<file path="config.mk">
export PLATFORM = sky130hd
export DESIGN_NAME = lil_cell
export DESIGN_NICKNAME = d
export VERILOG_FILES = /design/src/rtl/lil_pkg.sv /design/src/rtl/lil_cell.sv
export SDC_FILE = /design/constraint.sdc
export NUM_CORES = 1
export LEC_CHECK = 0
export BUFFER_PORTS_ARGS = -buffer_cell sky130_fd_sc_hd__buf_2
export CORE_MARGIN = 2
export CORE_UTILIZATION = 44
export CTS_BUF_LIST = sky130_fd_sc_hd__clkbuf_2
export DETAILED_ROUTE_END_ITERATION = 8
export GPL_TIMING_DRIVEN = 0
export PLACE_DENSITY_LB_ADDON = 0.15
export RECOVER_POWER = 50
export SLEW_MARGIN = 20
export SYNTH_ARGS = -nofsm -noshare
export SYNTH_HDL_FRONTEND = slang
export SYNTH_SLANG_ARGS = --single-unit
</file>
<file path="constraint.sdc">
create_clock -name clk -period 2.94 [get_ports clk]
set_input_delay 0.588 -clock clk [delete_from_list [all_inputs] [get_ports clk]]
set_output_delay 0.588 -clock clk [all_outputs]
set_load 0.01 [all_outputs]
</file>
<file path="src/rtl/lil_pkg.sv">
// lil_pkg: shared constants, request/status codes and the command struct
// for the indexed insert/delete list. No dependencies.
`timescale 1ns / 1ps

package lil_pkg;

  localparam int CAPACITY = 1024;                       // list size, 2 to 2047
  localparam int IDX_W    = $clog2(CAPACITY);           // cell index width
  localparam int CNT_W    = $clog2(CAPACITY + 1);       // element count width
  localparam int POS_W    = 11;                         // position field width
  localparam int CMP_W    = ((CNT_W > POS_W) ? CNT_W : POS_W) + 1;

  typedef enum logic [1:0] {
    REQ_INSERT = 2'd0,
    REQ_DELETE = 2'd1,
    REQ_READ   = 2'd2,
    REQ_NONE   = 2'd3
  } req_t;

  typedef enum logic [1:0] {
    ST_OK       = 2'd0,
    ST_OVERFLOW = 2'd1,
    ST_BAD_POS  = 2'd2,
    ST_UNUSED   = 2'd3
  } status_t;

  // Command broadcast from the controller to every cell.
  typedef struct packed {
    logic             shift_up;
    logic             shift_down;
    logic             load_rd;
    logic [IDX_W-1:0] pidx;
    logic [7:0]       val;
  } cmd_t;

endpackage

</file>
<file path="src/rtl/lil_cell.sv">
// lil_cell: one list slot. Holds a byte and a read-return byte, both fed
// from its neighbors. Depends on lil_pkg.
`timescale 1ns / 1ps

module lil_cell (
  input  logic                      clk,
  input  lil_pkg::cmd_t             cmd,
  input  logic [lil_pkg::IDX_W-1:0] cell_idx,
  input  logic [7:0]                left_data,
  input  logic [7:0]                right_data,
  input  logic [7:0]                right_rd,
  output logic [7:0]                data_q,
  output logic [7:0]                rd_q
);

  logic [7:0] data_r, data_nxt;
  logic [7:0] rd_r, rd_nxt;

  always_comb begin
    data_nxt = data_r;
    if (cmd.shift_up) begin
      if (cell_idx > cmd.pidx) begin
        data_nxt = left_data;
      end else if (cell_idx == cmd.pidx) begin
        data_nxt = cmd.val;
      end
    end else if (cmd.shift_down) begin
      if (cell_idx >= cmd.pidx) begin
        data_nxt = right_data;
      end
    end
  end

  // read data walks toward cell 0 one slot per cycle
  always_comb begin
    rd_nxt = right_rd;
    if (cmd.load_rd && (cell_idx == cmd.pidx)) begin
      rd_nxt = data_r;
    end
  end

  always_ff @(posedge clk) begin
    data_r <= data_nxt;
    rd_r   <= rd_nxt;
  end

  assign data_q = data_r;
  assign rd_q   = rd_r;

endmodule

</file>
==> run_results.csv, run 1 <==
group,metric,value,unit
clock_tree,cts_sinks,16,
layout,area_growth,34.4,%
power,p_int,0.379,mW
global_route,grt-ovfl-total,0,
layout,drive_above_1_share,0.373,
worst_setup_path,slowest_delay,0.61,ns
worst_hold_path,hold_path.class,"register to register",
sta,maxSlewViolCount,0,
worst_setup_path,worst-path-buf-inv,3,
die,start_util,0.462,
worst_setup_path,arrival,2.41,ns
route,viasPerCell,5.28,
worst_setup_path,r2r-start,"data_q[5]$_DFFE_PP_",
worst_setup_path,cp_num_cells,7,
power,p_clk_frac,0.181,
sta,finalCritPeriodShare,0.846,
worst_setup_path,r2r_slack,2.14,ns
clock_tree,postCtsSetupRepairBufs,0,
clock_tree,clk-insertion-delay-late,0.27,ns
sta,post-route-min-period,2.49,ns
clock_tree,hold_buffers,0,
clock_tree,cts_resized,0,
route,drtPass1Iterations,4,
worst_setup_path,crit_chain,"buf_2 > inv_1 > ha_1 > nand4_4 > or3_1 > buf_6 > a21oi_1",
place,post-dp-hpwl,2.27,mm
layout,diodes,0,
outcome,outcome,"completed",
synth,synth_area_leaders,"edfxtp_1 21%, dfxtp_1 14%, ha_1 11%",
die,dieHeight,55.0,um
worst_setup_path,worst-path-max-fanout,10,
route,num_vias,1177,
clock_tree,htree_levels,1,
sta,worst_pin_slew,0.743,ns
die,die_w,55.0,um
route,wl_per_cell,12.4,um
place,dp.cells,219,
sta,finalHoldViolations,0,
clock_tree,numCtsBuffers,3,
worst_setup_path,cp-start-kind,"input port",
worst_setup_path,critical_path_class,"input port to register",
place,gp_congestion,0.806,
layout,layout.nets,260,
power,ir_drop,275,uV
layout,final_util,0.620,
global_route,antenna_found_initial,0,
synth,synthesis.nets,184,
worst_setup_path,ff2ff_path_depth,1,
sta,rsz0062_at_grt,"no",
synth,async_flop_share,0,
synth,synthCells,118,
route,drt_wl_total,2.76,mm
sta,tns,0,ns
die,coreArea,2480,sq um
worst_setup_path,worstPathRequired,2.86,ns
worst_setup_path,critical_path.top_delay_family,"compound AO/OA/AOI/OAI gates",
power,p_total,0.545,mW
power,comb_power_share,0.315,
place,io_buffers,71,
sta,skew,0.000498,ns
route,postRouteAntennaNets,0,
synth,ys_ff_latch,16,
clock_tree,tritoncts,"done",
layout,instances_no_fill,223,
power,net-switching-power,0.166,mW
power,leakagePower,0.756,nW
clock_tree,clockBufferDepth,2,
synth,syn_area,1140,sq um
power,p_sw_frac,0.305,
worst_setup_path,worst_path_max_delay_cell,"a21oi_1",
global_route,grt_usage,0.187,
sta,slew_headroom,0.505,
worst_setup_path,cp-endpoint,"data_q[1]$_DFFE_PP_",
synth,yosysMostFrequentCell,"inv_1",
synth,synth_top_area_cell,"edfxtp_1",
clock_tree,clk_pin_slew,0.14,ns
global_route,grt_pass1_wl,4.11,mm
synth,synth_commonest_cells,"13 x inv_1, 11 x a21oi_1, 10 x ha_1, 10 x nand2_1, 9 x nand2b_1",
global_route,grt_pass1_vias,1020,
synth,synth-edff-count,8,
sta,finalSetupViolCount,0,
global_route,grt_max_degree,11,
synth,synth-seq-area-share,0.350,
synth,yosysUniqueCellTypes,22,
synth,synth.avg_cell_area,9.69,sq um
worst_setup_path,worstSetupStartpoint,"cmd[13]",
worst_setup_path,r2r_end,"rd_q[5]$_DFF_P_",
route,drt_iter0_markers,35,
synth,ys.flop_type,"edfxtp_1",
synth,synth_top_area_share,0.210,
die,rows,18,
synth,yosysWarnings,0,
clock_tree,root_buffer,"clkbuf_2",
worst_hold_path,hp-start,"data_q[7]$_DFFE_PP_",
route,drcViolationCount,0,
job,cap_violations,0,
power,power_frac_seq,0.504,
die,die-area,3020,sq um
sta,fmax,402,MHz
worst_setup_path,end_kind,"register",
die,pin_count,72,
power,power-per-cell-area,355,nW/um^2
-- power by group through the flow --
stage                     clock network (mW)  logic, mW  registers (mW)
after global placement                     0      0.171           0.277
after detailed placement                   0      0.177           0.279
after CTS                              0.104      0.178           0.274
after floorplan                            0     0.0866           0.290
final                                 0.0988      0.172           0.275
after global routing                   0.114      0.193           0.278
-- state kept, by name (all words and copies together), names as in the netlist --
register  cells
data_q        8
rd_q          8
-- per-layer routing --
metal	up-vias	track usage	wire length [um]	part of all wire
met5	-	0	0	0
met4	0	0.0610	19	0.0069
met3	2	0.0161	248	0.090
met2	74	0.353	1400	0.51
met1	513	0.219	1090	0.40
li1	588	-	-	-
-- worst min path at each step --
stage / end / depth (start not counted)
after floorplan: rd_q[0]$_DFF_P_ / 1
after global placement: rd_q[7]$_DFF_P_ / 1
after detailed placement: rd_q[7]$_DFF_P_ / 1
after CTS: rd_q[6]$_DFF_P_ / 2
after global routing: rd_q[6]$_DFF_P_ / 2
final: rd_q[7]$_DFF_P_ / 1
-- stage by stage --
step	hold slack [ns]	setup WS (ns)	cell area, sq um
2_1_floorplan	0.551	0.465	1140
3_3_place_gp	0.480	0.177	1540
3_5_place_dp	0.491	0.135	1540
4_1_cts	0.517	0.452	1560
5_1_grt	0.506	0.309	1540
6_report	0.525	0.454	1540
-- kinds of logic (layout without fill, tap and decap cells) --
kind of cell	after synthesis	after routing	synth area share
and+or+nand+nor	24	24	0.132
DFF	16	16	0.350
adders and majority gates	10	10	0.109
AOI/OAI and AO/OA	33	33	0.188
buffers and inverters	19	94	0.0711
muxes	16	16	0.149
-- area by class of cell --
cell class                      count  area, sq um
Fill cell                         247          941
Buffer                              6         32.5
Timing Repair Buffer               71          335
Tap cell                           30         37.5
Sequential cell                    16          400
Multi-Input combinational cell     83          662
Clock buffer                        4         20.0
Inverter                           13         48.8
-- placed cells by master (no fill, tap or decap) --
cell	netlist	layout
inv_1	13	13
dfxtp_1	8	8
edfxtp_1	8	8
nand2b_1	9	9
o21bai_1	1	1
buf_2	2	57
nor2_1	1	1
nand2_1	10	10
mux2_2	8	8
a211oi_1	3	3
a21oi_1	11	11
mux2i_1	8	8
nand4_1	1	1
o21ai_0	2	2
clkbuf_2	0	4
nor2_8	1	1
ha_1	10	10
a31oi_1	8	8
or3_1	1	1
buf_6	1	1
nand4_4	1	1
clkbuf_1	3	19
o41ai_1	8	8
Power figures use the tool's default switching activity.
==> inputs of run 2 (changes only) <==
--- a/config.mk
+++ b/config.mk
@@ -5,6 +5,7 @@
 export SDC_FILE = /design/constraint.sdc
 export NUM_CORES = 1
 export LEC_CHECK = 0
+export ABC_AREA = 1
 export BUFFER_PORTS_ARGS = -buffer_cell sky130_fd_sc_hd__buf_2
 export CORE_MARGIN = 2
 export CORE_UTILIZATION = 44
==> constraint.sdc (replaced) <==
create_clock -name clk -period 2.35 [get_ports clk]
set_input_delay 0.47 -clock clk [delete_from_list [all_inputs] [get_ports clk]]
set_output_delay 0.47 -clock clk [all_outputs]
set_load 0.01 [all_outputs]
==> run 2 against run 1 <==
Compared with the run above: clock-buffer cell count down 1; sequential share of layout area up 0.15 points; core utilization down 0.35 points; critical endpoint is now data_q[7]$_DFFE_PP_; largest cell class unchanged.
==> run_results.csv, run 2 <==
group,metric,value,unit
global_route,grt_max_degree,11,
global_route,grt_usage,0.175,
sta,fmax,546,MHz
worst_setup_path,r2r_slack,1.67,ns
die,pin_count,72,
clock_tree,hold_buffers,0,
place,post-dp-hpwl,2.21,mm
sta,post-route-min-period,1.83,ns
worst_setup_path,worstPathRequired,2.32,ns
die,coreArea,2480,sq um
worst_hold_path,holdPathEnd,"rd_q[1]$_DFF_P_",
worst_hold_path,hold_depth,3,
sta,finalCritPeriodShare,0.779,
synth,ys.flop_type,"edfxtp_1",
route,drt_iter0_markers,26,
worst_setup_path,r2r_end,"rd_q[0]$_DFF_P_",
worst_setup_path,cp_num_cells,9,
sta,rsz0062_at_grt,"no",
route,drt_wl_total,2.48,mm
synth,synth.avg_cell_area,7.46,sq um
worst_hold_path,hold_path.class,"input port to register",
synth,synthCells,155,
worst_setup_path,worst_path_max_delay_cell,"ha_1",
synth,synth_area_leaders,"edfxtp_1 21%, nand2_1 18%, dfxtp_1 14%",
sta,skew,0.00869,ns
layout,final_cell_mix,"56 x nand2_1, 53 x buf_2, 34 x inv_1",
worst_setup_path,slowest_delay,0.28,ns
global_route,grt_pass1_vias,1151,
layout,drive_above_1_share,0.298,
worst_setup_path,critical_path_class,"input port to register",
clock_tree,root_buffer,"clkbuf_2",
sta,maxSlewViolCount,0,
sta,worst_pin_slew,0.352,ns
clock_tree,htree_levels,1,
place,gp_congestion,0.784,
sta,slew_headroom,0.765,
route,wl_per_cell,9.60,um
sta,setup_ws,0.518,ns
layout,layout.nets,295,
worst_setup_path,worst-path-buf-inv,3,
worst_setup_path,ff2ff_path_depth,2,
job,cap_violations,0,
synth,yosysWarnings,0,
route,drtPass1Iterations,4,
power,ir_drop,345,uV
place,pre_cts_slack,0.226,ns
route,postRouteAntennaNets,0,
synth,async_flop_share,0,
sta,finalHoldViolations,0,
synth,synthesis.nets,221,
synth,syn_area,1160,sq um
die,die_w,55.3,um
global_route,grt-ovfl-total,0,
layout,diodes,0,
die,dieHeight,55.3,um
worst_setup_path,r2r-start,"data_q[0]$_DFFE_PP_",
clock_tree,clk-insertion-delay-late,0.27,ns
outcome,outcome,"completed",
layout,layout_commonest_cell,"nand2_1",
place,io_buffers,69,
route,viasPerCell,4.50,
worst_setup_path,arrival,1.80,ns
sta,finalSetupViolCount,0,
clock_tree,cts_sinks,16,
worst_setup_path,cp-start-kind,"input port",
power,leakagePower,0.932,nW
power,p_total,0.670,mW
worst_setup_path,crit_chain,"buf_2 > inv_1 > ha_1 > nand2_1 > nor2_8 > nand2_2 > nor2_8 > o22ai_1 > inv_1",
layout,area_growth,32.1,%
die,rows,18,
synth,yosysUniqueCellTypes,19,
synth,ys_ff_latch,16,
clock_tree,cts_resized,0,
worst_setup_path,end_kind,"register",
global_route,grt_pass1_wl,4.48,mm
clock_tree,clk_pin_slew,0.15,ns
die,die-area,3050,sq um
global_route,antenna_found_initial,0,
route,num_vias,1161,
sta,tns,0,ns
synth,synth_top_area_share,0.208,
synth,yosysMostFrequentCell,"nand2_1",
worst_setup_path,worst-path-max-fanout,10,
worst_setup_path,critical_path.top_delay_family,"simple AND/OR/NAND/NOR gates",
synth,synth-edff-count,8,
clock_tree,numCtsBuffers,3,
route,drcViolationCount,0,
clock_tree,clockBufferDepth,2,
synth,synth-seq-area-share,0.346,
synth,synth_top_area_cell,"edfxtp_1",
layout,fillers,246,
die,start_util,0.467,
worst_hold_path,hp-start,"right_rd[1]",
power,power-per-cell-area,438,nW/um^2
synth,synth_commonest_cells,"54 x nand2_1, 34 x inv_1, 24 x nand3_1",
clock_tree,tritoncts,"done",
clock_tree,postCtsSetupRepairBufs,0,
## run 2: worst min-delay path, stage by stage
cell     delay, ns
buf_2         0.08
nand2_1       0.04
nand2_1       0.04
## run 2: final cells by class
| cell class | instances | area (sq um) | share of cell area |
|---|---|---|---|
| Buffer | 2 | 15.0 | 0.00983 |
| Timing Repair Buffer | 69 | 325 | 0.213 |
| Tap cell | 30 | 37.5 | 0.0246 |
| Clock buffer | 3 | 15.0 | 0.00983 |
| Sequential cell | 16 | 400 | 0.262 |
| Multi-Input combinational cell | 102 | 599 | 0.392 |
| Clock inverter | 1 | 3.75 | 0.00246 |
| Inverter | 35 | 131 | 0.0860 |
## run 2: per-layer routing
| layer | track usage | wire length (um) | vias up |
|---|---|---|---|
| li1 | - | - | 626 |
| met1 | 0.189 | 993 | 482 |
| met2 | 0.333 | 1260 | 51 |
| met3 | 0.0304 | 202 | 2 |
| met4 | 0.0662 | 20 | 0 |
| met5 | 0 | 0 | - |
## run 2: how the worst max path moves through the flow
stage	start	endpoint	slack (ns)
final	cmd[17]	data_q[7]$_DFFE_PP_	0.52
after floorplan	cmd[17]	data_q[0]$_DFFE_PP_	0.47
after detailed placement	cmd[17]	data_q[0]$_DFFE_PP_	0.23
after global placement	cmd[17]	data_q[7]$_DFFE_PP_	0.29
after CTS	cmd[17]	data_q[0]$_DFFE_PP_	0.55
after global routing	cmd[17]	data_q[2]$_DFFE_PP_	0.41
## run 2: cells by family (layout without fill, tap and decap cells)
group	after synthesis	count (layout)	share of synthesized area
AO/OA/AOI/OAI	3	3	0.0173
adder cells (fa/ha/maj)	10	10	0.108
buffers and inverters	37	110	0.127
flip-flops	16	16	0.346
AND/OR/NAND/NOR	89	89	0.402
## run 2: report_power, final
group          internal [mW]  switching, mW
registers              0.329         0.0138
logic                 0.0879          0.121
clock network         0.0370         0.0809
total                  0.454          0.216
## run 2: through the flow
stage	cell area, sq um	cells	utilization	hold slack [ns]
after global routing	1530	258	0.617	0.356
after floorplan	1160	155	-	0.543
after detailed placement	1540	254	0.621	0.484
final	1530	258	0.617	0.370
after CTS	1560	258	0.629	0.356
after global placement	1540	254	0.621	0.481
