**src/rtl/lil_pkg.sv**
```systemverilog
// lil_pkg: shared constants, request/status codes and the command struct
// for the indexed insert/delete list. No dependencies.
`timescale 1ns / 1ps

package lil_pkg;

  localparam int CAPACITY = 1024;                       // list size, 2 to 2047
  localparam int IDX_W    = $clog2(CAPACITY);           // cell index width
  localparam int CNT_W    = $clog2(CAPACITY + 1);       // element count width
  localparam int POS_W    = 11;                         // position field width
  localparam int CMP_W    = ((CNT_W > POS_W) ? CNT_W : POS_W) + 1;

  typedef enum logic [1:0] {
    REQ_INSERT = 2'd0,
    REQ_DELETE = 2'd1,
    REQ_READ   = 2'd2,
    REQ_NONE   = 2'd3
  } req_t;

  typedef enum logic [1:0] {
    ST_OK       = 2'd0,
    ST_OVERFLOW = 2'd1,
    ST_BAD_POS  = 2'd2,
    ST_UNUSED   = 2'd3
  } status_t;

  // Command broadcast from the controller to every cell.
  typedef struct packed {
    logic             shift_up;
    logic             shift_down;
    logic             load_rd;
    logic [IDX_W-1:0] pidx;
    logic [7:0]       val;
  } cmd_t;

endpackage

```
**src/rtl/lil_ctrl.sv**
```systemverilog
// lil_ctrl: request decode, element count, read wait sequencer and result
// registers. Drives the cell command. Depends on lil_pkg.
`timescale 1ns / 1ps

module lil_ctrl (
  input  logic                        clk,
  input  logic                        rst_n,
  input  logic                        start,
  output logic                        busy,
  input  logic [1:0]                  in_req_type,
  input  logic [lil_pkg::POS_W-1:0]   in_position,
  input  logic [7:0]                  in_item_value,
  input  logic [7:0]                  rd_head,
  output lil_pkg::cmd_t               cmd,
  output logic                        out_valid,
  output logic [1:0]                  out_status,
  output logic [7:0]                  out_read_value,
  output logic [10:0]                 out_element_count
);

  typedef enum logic {
    S_IDLE,
    S_READ
  } state_t;

  state_t                    state_r;
  logic [lil_pkg::CNT_W-1:0] count_r, count_nxt;
  logic [lil_pkg::IDX_W-1:0] wait_r;
  logic                      valid_r;
  logic [1:0]                status_r, status_nxt;
  logic [7:0]                rdval_r;

  logic                      accept;
  logic [lil_pkg::CMP_W-1:0] pos_x, cnt_x;
  logic                      full, ins_ok, sel_ok, rd_go;

  assign accept = start && (state_r == S_IDLE);
  assign pos_x  = lil_pkg::CMP_W'(in_position);
  assign cnt_x  = lil_pkg::CMP_W'(count_r);
  assign full   = (count_r == lil_pkg::CNT_W'(lil_pkg::CAPACITY));
  assign ins_ok = (pos_x != '0) && (pos_x <= cnt_x + lil_pkg::CMP_W'(1));
  assign sel_ok = (pos_x != '0) && (pos_x <= cnt_x);

  always_comb begin
    cmd            = '0;
    cmd.pidx       = lil_pkg::IDX_W'(in_position - lil_pkg::POS_W'(1));
    cmd.val        = in_item_value;
    count_nxt      = count_r;
    status_nxt     = lil_pkg::ST_OK;
    rd_go          = 1'b0;
    unique case (lil_pkg::req_t'(in_req_type))
      lil_pkg::REQ_INSERT: begin
        if (full) begin
          status_nxt = lil_pkg::ST_OVERFLOW;
        end else if (!ins_ok) begin
          status_nxt = lil_pkg::ST_BAD_POS;
        end else begin
          cmd.shift_up = accept;
          count_nxt    = count_r + lil_pkg::CNT_W'(1);
        end
      end
      lil_pkg::REQ_DELETE: begin
        if (!sel_ok) begin
          status_nxt = lil_pkg::ST_BAD_POS;
        end else begin
          cmd.shift_down = accept;
          count_nxt      = count_r - lil_pkg::CNT_W'(1);
        end
      end
      lil_pkg::REQ_READ: begin
        if (!sel_ok) begin
          status_nxt = lil_pkg::ST_BAD_POS;
        end else begin
          cmd.load_rd = accept;
          rd_go       = 1'b1;
        end
      end
      lil_pkg::REQ_NONE: begin
        status_nxt = lil_pkg::ST_OK;
      end
    endcase
  end

  always_ff @(posedge clk) begin
    if (!rst_n) begin
      state_r <= S_IDLE;
      count_r <= '0;
      valid_r <= 1'b0;
    end else begin
      valid_r <= 1'b0;
      unique case (state_r)
        S_IDLE: begin
          if (accept) begin
            count_r <= count_nxt;
            if (rd_go) begin
              state_r <= S_READ;
              wait_r  <= cmd.pidx;
            end else begin
              valid_r  <= 1'b1;
              status_r <= status_nxt;
              rdval_r  <= 8'd0;
            end
          end
        end
        S_READ: begin
          if (wait_r == '0) begin
            state_r  <= S_IDLE;
            valid_r  <= 1'b1;
            status_r <= lil_pkg::ST_OK;
            rdval_r  <= rd_head;
          end else begin
            wait_r <= wait_r - lil_pkg::IDX_W'(1);
          end
        end
        default: state_r <= S_IDLE;
      endcase
    end
  end

  assign busy              = (state_r != S_IDLE);
  assign out_valid         = valid_r;
  assign out_status        = status_r;
  assign out_read_value    = rdval_r;
  assign out_element_count = 11'(count_r);

endmodule

```
**config.mk**
```make
export PLATFORM = sky130hd
export DESIGN_NAME = lil_ctrl
export DESIGN_NICKNAME = d
export VERILOG_FILES = /design/src/rtl/lil_pkg.sv /design/src/rtl/lil_ctrl.sv
export SDC_FILE = /design/constraint.sdc
export NUM_CORES = 1
export LEC_CHECK = 0
export BUFFER_PORTS_ARGS = -buffer_cell sky130_fd_sc_hd__buf_2
export CAP_MARGIN = 20
export CORE_MARGIN = 2
export CORE_UTILIZATION = 50
export CTS_BUF_LIST = sky130_fd_sc_hd__clkbuf_4
export CTS_CLUSTER_DIAMETER = 30
export DETAILED_ROUTE_END_ITERATION = 8
export PLACE_DENSITY = 0.84
export RECOVER_POWER = 25
export SLEW_MARGIN = 20
export SYNTH_ARGS = -nofsm -noshare
export SYNTH_HDL_FRONTEND = slang
export SYNTH_SLANG_ARGS = --single-unit
```
**constraint.sdc**
```tcl
create_clock -name clk -period 3.5 [get_ports clk]
set_input_delay 0.875 -clock clk [delete_from_list [all_inputs] [get_ports clk]]
set_output_delay 0.875 -clock clk [all_outputs]
set_load 0.02 [all_outputs]
```
==> results of run 1 <==
-- routing by layer --
layer	up-vias	wire [um]	GRT usage [%]
li1	1301	-	-
met5	-	0	0
met4	0	130	7.931
met1	1216	3242	28.99
met3	12	325	4.299
met2	80	3533	42.61
-- Yosys cell counts, drive strengths merged, types with 4 or more instances --
library cell	count
nor3	10
edfxtp	20
and3	5
a21o	5
mux2i	8
buf	11
o21a	4
nand3	17
nand4	5
or2	4
nor2	35
dfxtp	13
o211ai	4
inv	25
xnor2	19
nor4	5
xor2	9
a21oi	22
ha	38
nand2	17
and2	9
o21ai	5
-- how the worst min path moves through the flow --
stage / start / to / slack (ns) / cells past startpoint
4_1_cts: out_element_count[10] / out_element_count[10] / 0.54 / 2
3_3_place_gp: out_element_count[10] / out_element_count[10] / 0.50 / 2
2_1_floorplan: out_element_count[10] / out_element_count[10] / 0.57 / 2
5_1_grt: out_element_count[10] / out_element_count[10] / 0.59 / 2
6_report: out_element_count[10] / out_element_count[10] / 0.55 / 2
3_5_place_dp: out_element_count[10] / out_element_count[10] / 0.52 / 2
-- timing repair --
| action | 4_1_cts | 5_1_grt |
|---|---|---|
| gates resized for setup | 24 | 13 |
| pin swaps | 15 | 14 |
| setup buffers | 5 | 2 |
| hold buffers | 0 | 0 |
| setup endpoints to repair | 1 | 3 |
-- power by group --
part           internal [W]  leakage (nW)  switching, W
Clock             0.0000757        0.0310      0.000143
Combinational      0.000124          1.23      0.000177
Sequential         0.000431         0.293     0.0000100
-- stage by stage --
stage / instances / TNS (ns) / cell area [um2] / util (%) / setup slack (ns)
final: 473 / -0.1213 / 3546 / 64.39 / -0.1213
after global routing: 473 / -0.3751 / 3546 / 64.39 / -0.2000
after CTS: 471 / -0.08733 / 3471 / 63.03 / -0.08733
after detailed placement: 458 / 0 / 3279 / 59.55 / 0.02848
after global placement: 458 / 0 / 3279 / 59.55 / 0.02166
after floorplan: 324 / 0 / 2867 / - / 0.09059
-- state kept, by name, indices dropped and copies added (netlist names) --
name,count
busy,1
out_element_count,11
out_read_value,8
out_status,2
out_valid,1
wait_r,10
-- worst max-delay path: stages, from the launching register on --
cell and delay (ns):
dfxtp_1 0.36, inv_1 0.11, nor3_2 0.29, nand3_2 0.12, xnor2_2 0.16, ha_4 0.30, nand3_4 0.09, o211ai_1 0.27
a211oi_2 0.07, a311o_2 0.33, nand2_2 0.11, nor2_4 0.04, buf_6 0.12
-- logic make-up (layout without fill, tap and decap cells) --
| logic type | Yosys count | in the layout | synth area share (%) |
|---|---|---|---|
| AND/OR/NAND/NOR | 121 | 121 | 21.21 |
| AO/OA/AOI/OAI | 56 | 56 | 13.36 |
| adder cells (fa/ha/maj) | 39 | 39 | 17.29 |
| buffers and inverters | 39 | 116 | 6.765 |
| flip-flops | 33 | 33 | 30.03 |
| XOR/XNOR | 28 | 28 | 8.555 |
| multiplexers | 8 | 8 | 2.794 |
-- final cells by class --
class                      instances  area [um2]
tap                               72       90.09
multi-input combinational        252        1944
inverter                          25       97.59
fill                             455        1961
clock inverter                     3       17.52
clock buffer                       5       37.54
timing repair buffer              83       490.5
sequential                        33       868.3
==> flow_metrics.tcl, run 1 <==
set metrics [dict create \
    status "complete, but fails checks" \
    failed_checks "negative setup slack" \
    num-nets-final 471 \
    finalCritPeriodShare_pct 103.5 \
    portBuffers 59 \
    synth_nets 395 \
    via_count 2609 \
    synth_seq_cells 33 \
    worst_slack_ns -0.1213 \
    cp_max_fo 4 \
    htreeDepth 2 \
    finalSetupViolations 1 \
    r2r_start "out_element_count[7]" \
    ys_top_cells_by_area "edfxtp_1, ha_1, dfxtp_1, xnor2_1, nor2_1" \
    grt-ovfl-total 0 \
    clock_skew_ns 0.01502 \
    layout_common_cells "buf_2, ha_1, nor2_1, inv_1" \
    gp_congestion 0.9938 \
    netlist_instances 324 \
    endpoint_kind "primary output" \
    die_area_um2 6354 \
    r2r-end "out_element_count[10]" \
    cts.path.max_buffers 2 \
    die_x_um 79.72 \
    initial_core_util_pct 52.06 \
    routedWlPerCell_um 15.29 \
    grt_setup_unrepaired "yes" \
    post-dp-hpwl_um 5583 \
    regToRegSetupSlack_ns 0.31 \
    cts.sinks 33 \
    ant_nets 0 \
    grt_antenna_before_repair 0 \
    cp-startpoint "out_element_count[7]" \
    grt_usage_pct 23.95 \
    endpoint "cmd[20]" \
    r2r_cells 13 \
    start_kind "flop" \
    clk_pin_slew_ns 0.12 \
    cp.arrival_ns 2.75 \
    synth.avg_cell_area_um2 8.847 \
    drc 0 \
    first_iter_violations 89 \
    ys.flop_type "edfxtp_1" \
    postSynth.asyncResetShare_pct 0 \
    cts_tree "yes" \
    synth_top_area_share_pct 20.95 \
    slew_headroom_pct 16.09 \
    max_freq_mhz 276.1 \
    area_growth_pct 23.70 \
    grt_pass1_vias 2688 \
    power.density_nw_per_um2 270.9 \
    ys_types 51 \
    final_max_slew_viol_count 0 \
    cts_root_buffer "clkbuf_4" \
    required_ns 2.62 \
    cap_violations 0 \
    worst_slew_pin_slew_ns 1.259 \
    ir_drop_uv 130.5 \
    syn_area_um2 2866 \
    yosysTopAreaCell "edfxtp_1" \
    rows 27 \
    yosysWarnings 0 \
    ys_seq_area_share_pct 30.03 \
    finalHoldViolCount 0 \
    grt_max_degree 32 \
    synth_edf_count 20 \
    whs_ns 0.5489 \
    numCtsBuffers 5 \
    clkLatencyLatePin_ns 0.35 \
    via_per_inst 5.516 \
    drive_gt1_share_pct 30.17 \
    insertedDiodeCount 0 \
    worstSetupPathType "reg2out" \
    io_pins 76 \
    p_leak_nw 1.556 \
    min_period_ns 3.621 \
    die_y_um 79.72 \
    final_common_cell "buf_2" \
    min_path_type "reg2reg" \
    drt_first_pass_iters 4 \
    core_um2 5507 \
    postRouteWirelength_um 7232 \
    finalPower_w 0.0009607 \
    grt_pass1_wl_um 11990 \
]
(Power assumes the default switching activity.)
==> run 2: changes to the inputs <==
- MAX_ROUTING_LAYER: unset -> met4
==> run 2 against run 1 <==
Net effect: global-route usage down 0.61 points; the flow still finishes with violations (negative setup slack); flip-flop and latch count unchanged; clock power about the same; sequential power about the same; total power about the same; non-clock buffer count down 1; cell count down 0.21%; hold slack worse by 0.019 ns; fmax down 0.61%; clock skew down 0.0033 ns; setup slack worse by 0.022 ns.
==> flow_metrics.tcl, run 2 (synthesis gave the netlist of run 1 again) <==
set metrics [dict create \
    max_freq_mhz 274.5 \
    cp_top_family "simple AND/OR/NAND/NOR gates" \
    drt_first_pass_iters 5 \
    final_common_cell "buf_2" \
    via_per_inst 5.695 \
    pwr-share-comb_pct 31.5 \
    min_period_ns 3.643 \
    drc 0 \
    layout_common_cells "buf_2, ha_1, nor2_1, inv_1" \
    finalHoldViolCount 0 \
    rows 27 \
    cts_root_buffer "clkbuf_4" \
    cp.arrival_ns 2.77 \
    cpMostUsedCell "and3_4" \
    worst_slew_pin_slew_ns 1.256 \
    endpoint_kind "primary output" \
    grt-ovfl-total 0 \
    failed_checks "negative setup slack" \
    post-dp-hpwl_um 5417 \
    worst-path-buf-inv 1 \
    grt_pass1_wl_um 11290 \
    finalSetupViolations 1 \
    via_count 2688 \
    start_kind "flop" \
    regToRegSetupSlack_ns 0.31 \
    htreeDepth 2 \
    ant_nets 0 \
    largest_register_ffs 11 \
    swShare_pct 34.31 \
    cts.sinks 33 \
    max_stage_delay_ns 0.34 \
    pre_cts_ws_ns 0.004171 \
    clockPowerShare_pct 22.6 \
    power.density_nw_per_um2 271.0 \
    drive_gt1_share_pct 30.75 \
    fill_cells 450 \
    final_max_slew_viol_count 0 \
    tns_ns -0.1434 \
    postRouteWirelength_um 7347 \
    cts.path.max_buffers 2 \
    io_pins 76 \
    finalCritPeriodShare_pct 104.1 \
    clock_skew_ns 0.01172 \
    insertedDiodeCount 0 \
    status "complete, but fails checks" \
    final_util_pct 64.42 \
    ir_drop_uv 145.0 \
    cp_max_fo 4 \
    slew_headroom_pct 16.26 \
    required_ns 2.62 \
    cts_tree "yes" \
    crit_chain "and3_4 -> and3_4 -> nand3_2 -> xnor2_2 -> ha_1 -> nand3_4 -> o211ai_1 -> a211oi_2 -> a311o_2 -> nand2_2 -> nor2_2 -> buf_6" \
    stdcell_count 472 \
    worst_slack_ns -0.1434 \
    first_iter_violations 170 \
    die_area_um2 6354 \
    cap_violations 0 \
    worstSetupPathType "reg2out" \
    routedWlPerCell_um 15.57 \
    initial_core_util_pct 52.06 \
    cts_hold_buf 0 \
    finalPower_w 0.0009613 \
    min_path_type "reg2reg" \
    grt_pass1_vias 2489 \
    switchingPower_w 0.0003298 \
    p_int_w 0.0006315 \
    area_growth_pct 23.75 \
    grt_antenna_before_repair 0 \
    p_leak_nw 1.587 \
    crit_slowest_cell "dfxtp_2" \
    grt_setup_unrepaired "yes" \
    grt_usage_pct 23.35 \
    die_x_um 79.72 \
    gp_congestion 0.9986 \
    grt_max_degree 32 \
    portBuffers 59 \
    numCtsBuffers 5 \
    clkLatencyLatePin_ns 0.35 \
    num-nets-final 470 \
    dp_cells 458 \
    die_y_um 79.72 \
    seqPwrFrac_pct 45.9 \
    core_um2 5507 \
    clk_pin_slew_ns 0.11 \
]
[run 2: path summary, 6_finish.rpt]
kind / start / to / cells past startpoint
setup reg to reg: out_element_count[4] / out_element_count[10] / 13
hold reg to reg: out_element_count[10] / out_element_count[10] / 2
hold / removal: out_element_count[10] / out_element_count[10] / 2
setup / recovery: out_element_count[4] / cmd[20] / 12
[run 2: through the flow]
step | area [um2] | hold slack [ns]
after floorplan | 2867 | 0.5665
after CTS | 3458 | 0.5320
after detailed placement | 3279 | 0.5032
after global placement | 3279 | 0.5033
final | 3547 | 0.5300
after global routing | 3547 | 0.5611
[run 2: area by class of cell]
cell class | count | area, um2 | area share (%)
Sequential cell | 33 | 868.3 | 24.48
Clock buffer | 5 | 37.54 | 1.058
Tap cell | 72 | 90.09 | 2.540
Clock inverter | 3 | 17.52 | 0.4938
Inverter | 25 | 93.84 | 2.646
Timing Repair Buffer | 82 | 476.7 | 13.44
Multi-Input combinational cell | 252 | 1963 | 55.34
[run 2: power by group through the flow]
stage          Sequential [W]  Clock [W]  Combinational [W]
2_1_floorplan        0.000468          0           0.000176
3_3_place_gp         0.000446          0           0.000267
3_5_place_dp         0.000447          0           0.000275
4_1_cts              0.000441   0.000220           0.000289
5_1_grt              0.000443   0.000234           0.000333
6_report             0.000441   0.000217           0.000303
[run 2: layer usage]
| layer | share of wire (%) | GRT usage [%] | up-vias |
|---|---|---|---|
| met5 | 0 | - | - |
| met1 | 43 | 27.50 | 1286 |
| met3 | 5.4 | 3.846 | 17 |
| met4 | 2.3 | 7.586 | 0 |
| met2 | 50 | 40.59 | 92 |
| li1 | - | - | 1293 |
[run 2: tightest hold or removal path, delay by kind of cell (launching register included)]
kind	cells	cell delay [ns]
AND/OR/NAND/NOR	1	0.07
flip-flops	1	0.36
multiplexers	1	0.06
[run 2: timing repair]
| item | 4_1_cts | 5_1_grt |
|---|---|---|
| resized for setup | 23 | 14 |
| setup buffers | 5 | 1 |
| gates cloned | 0 | 0 |
| pin swaps | 13 | 14 |
| endpoints found under the setup margin | 1 | 3 |
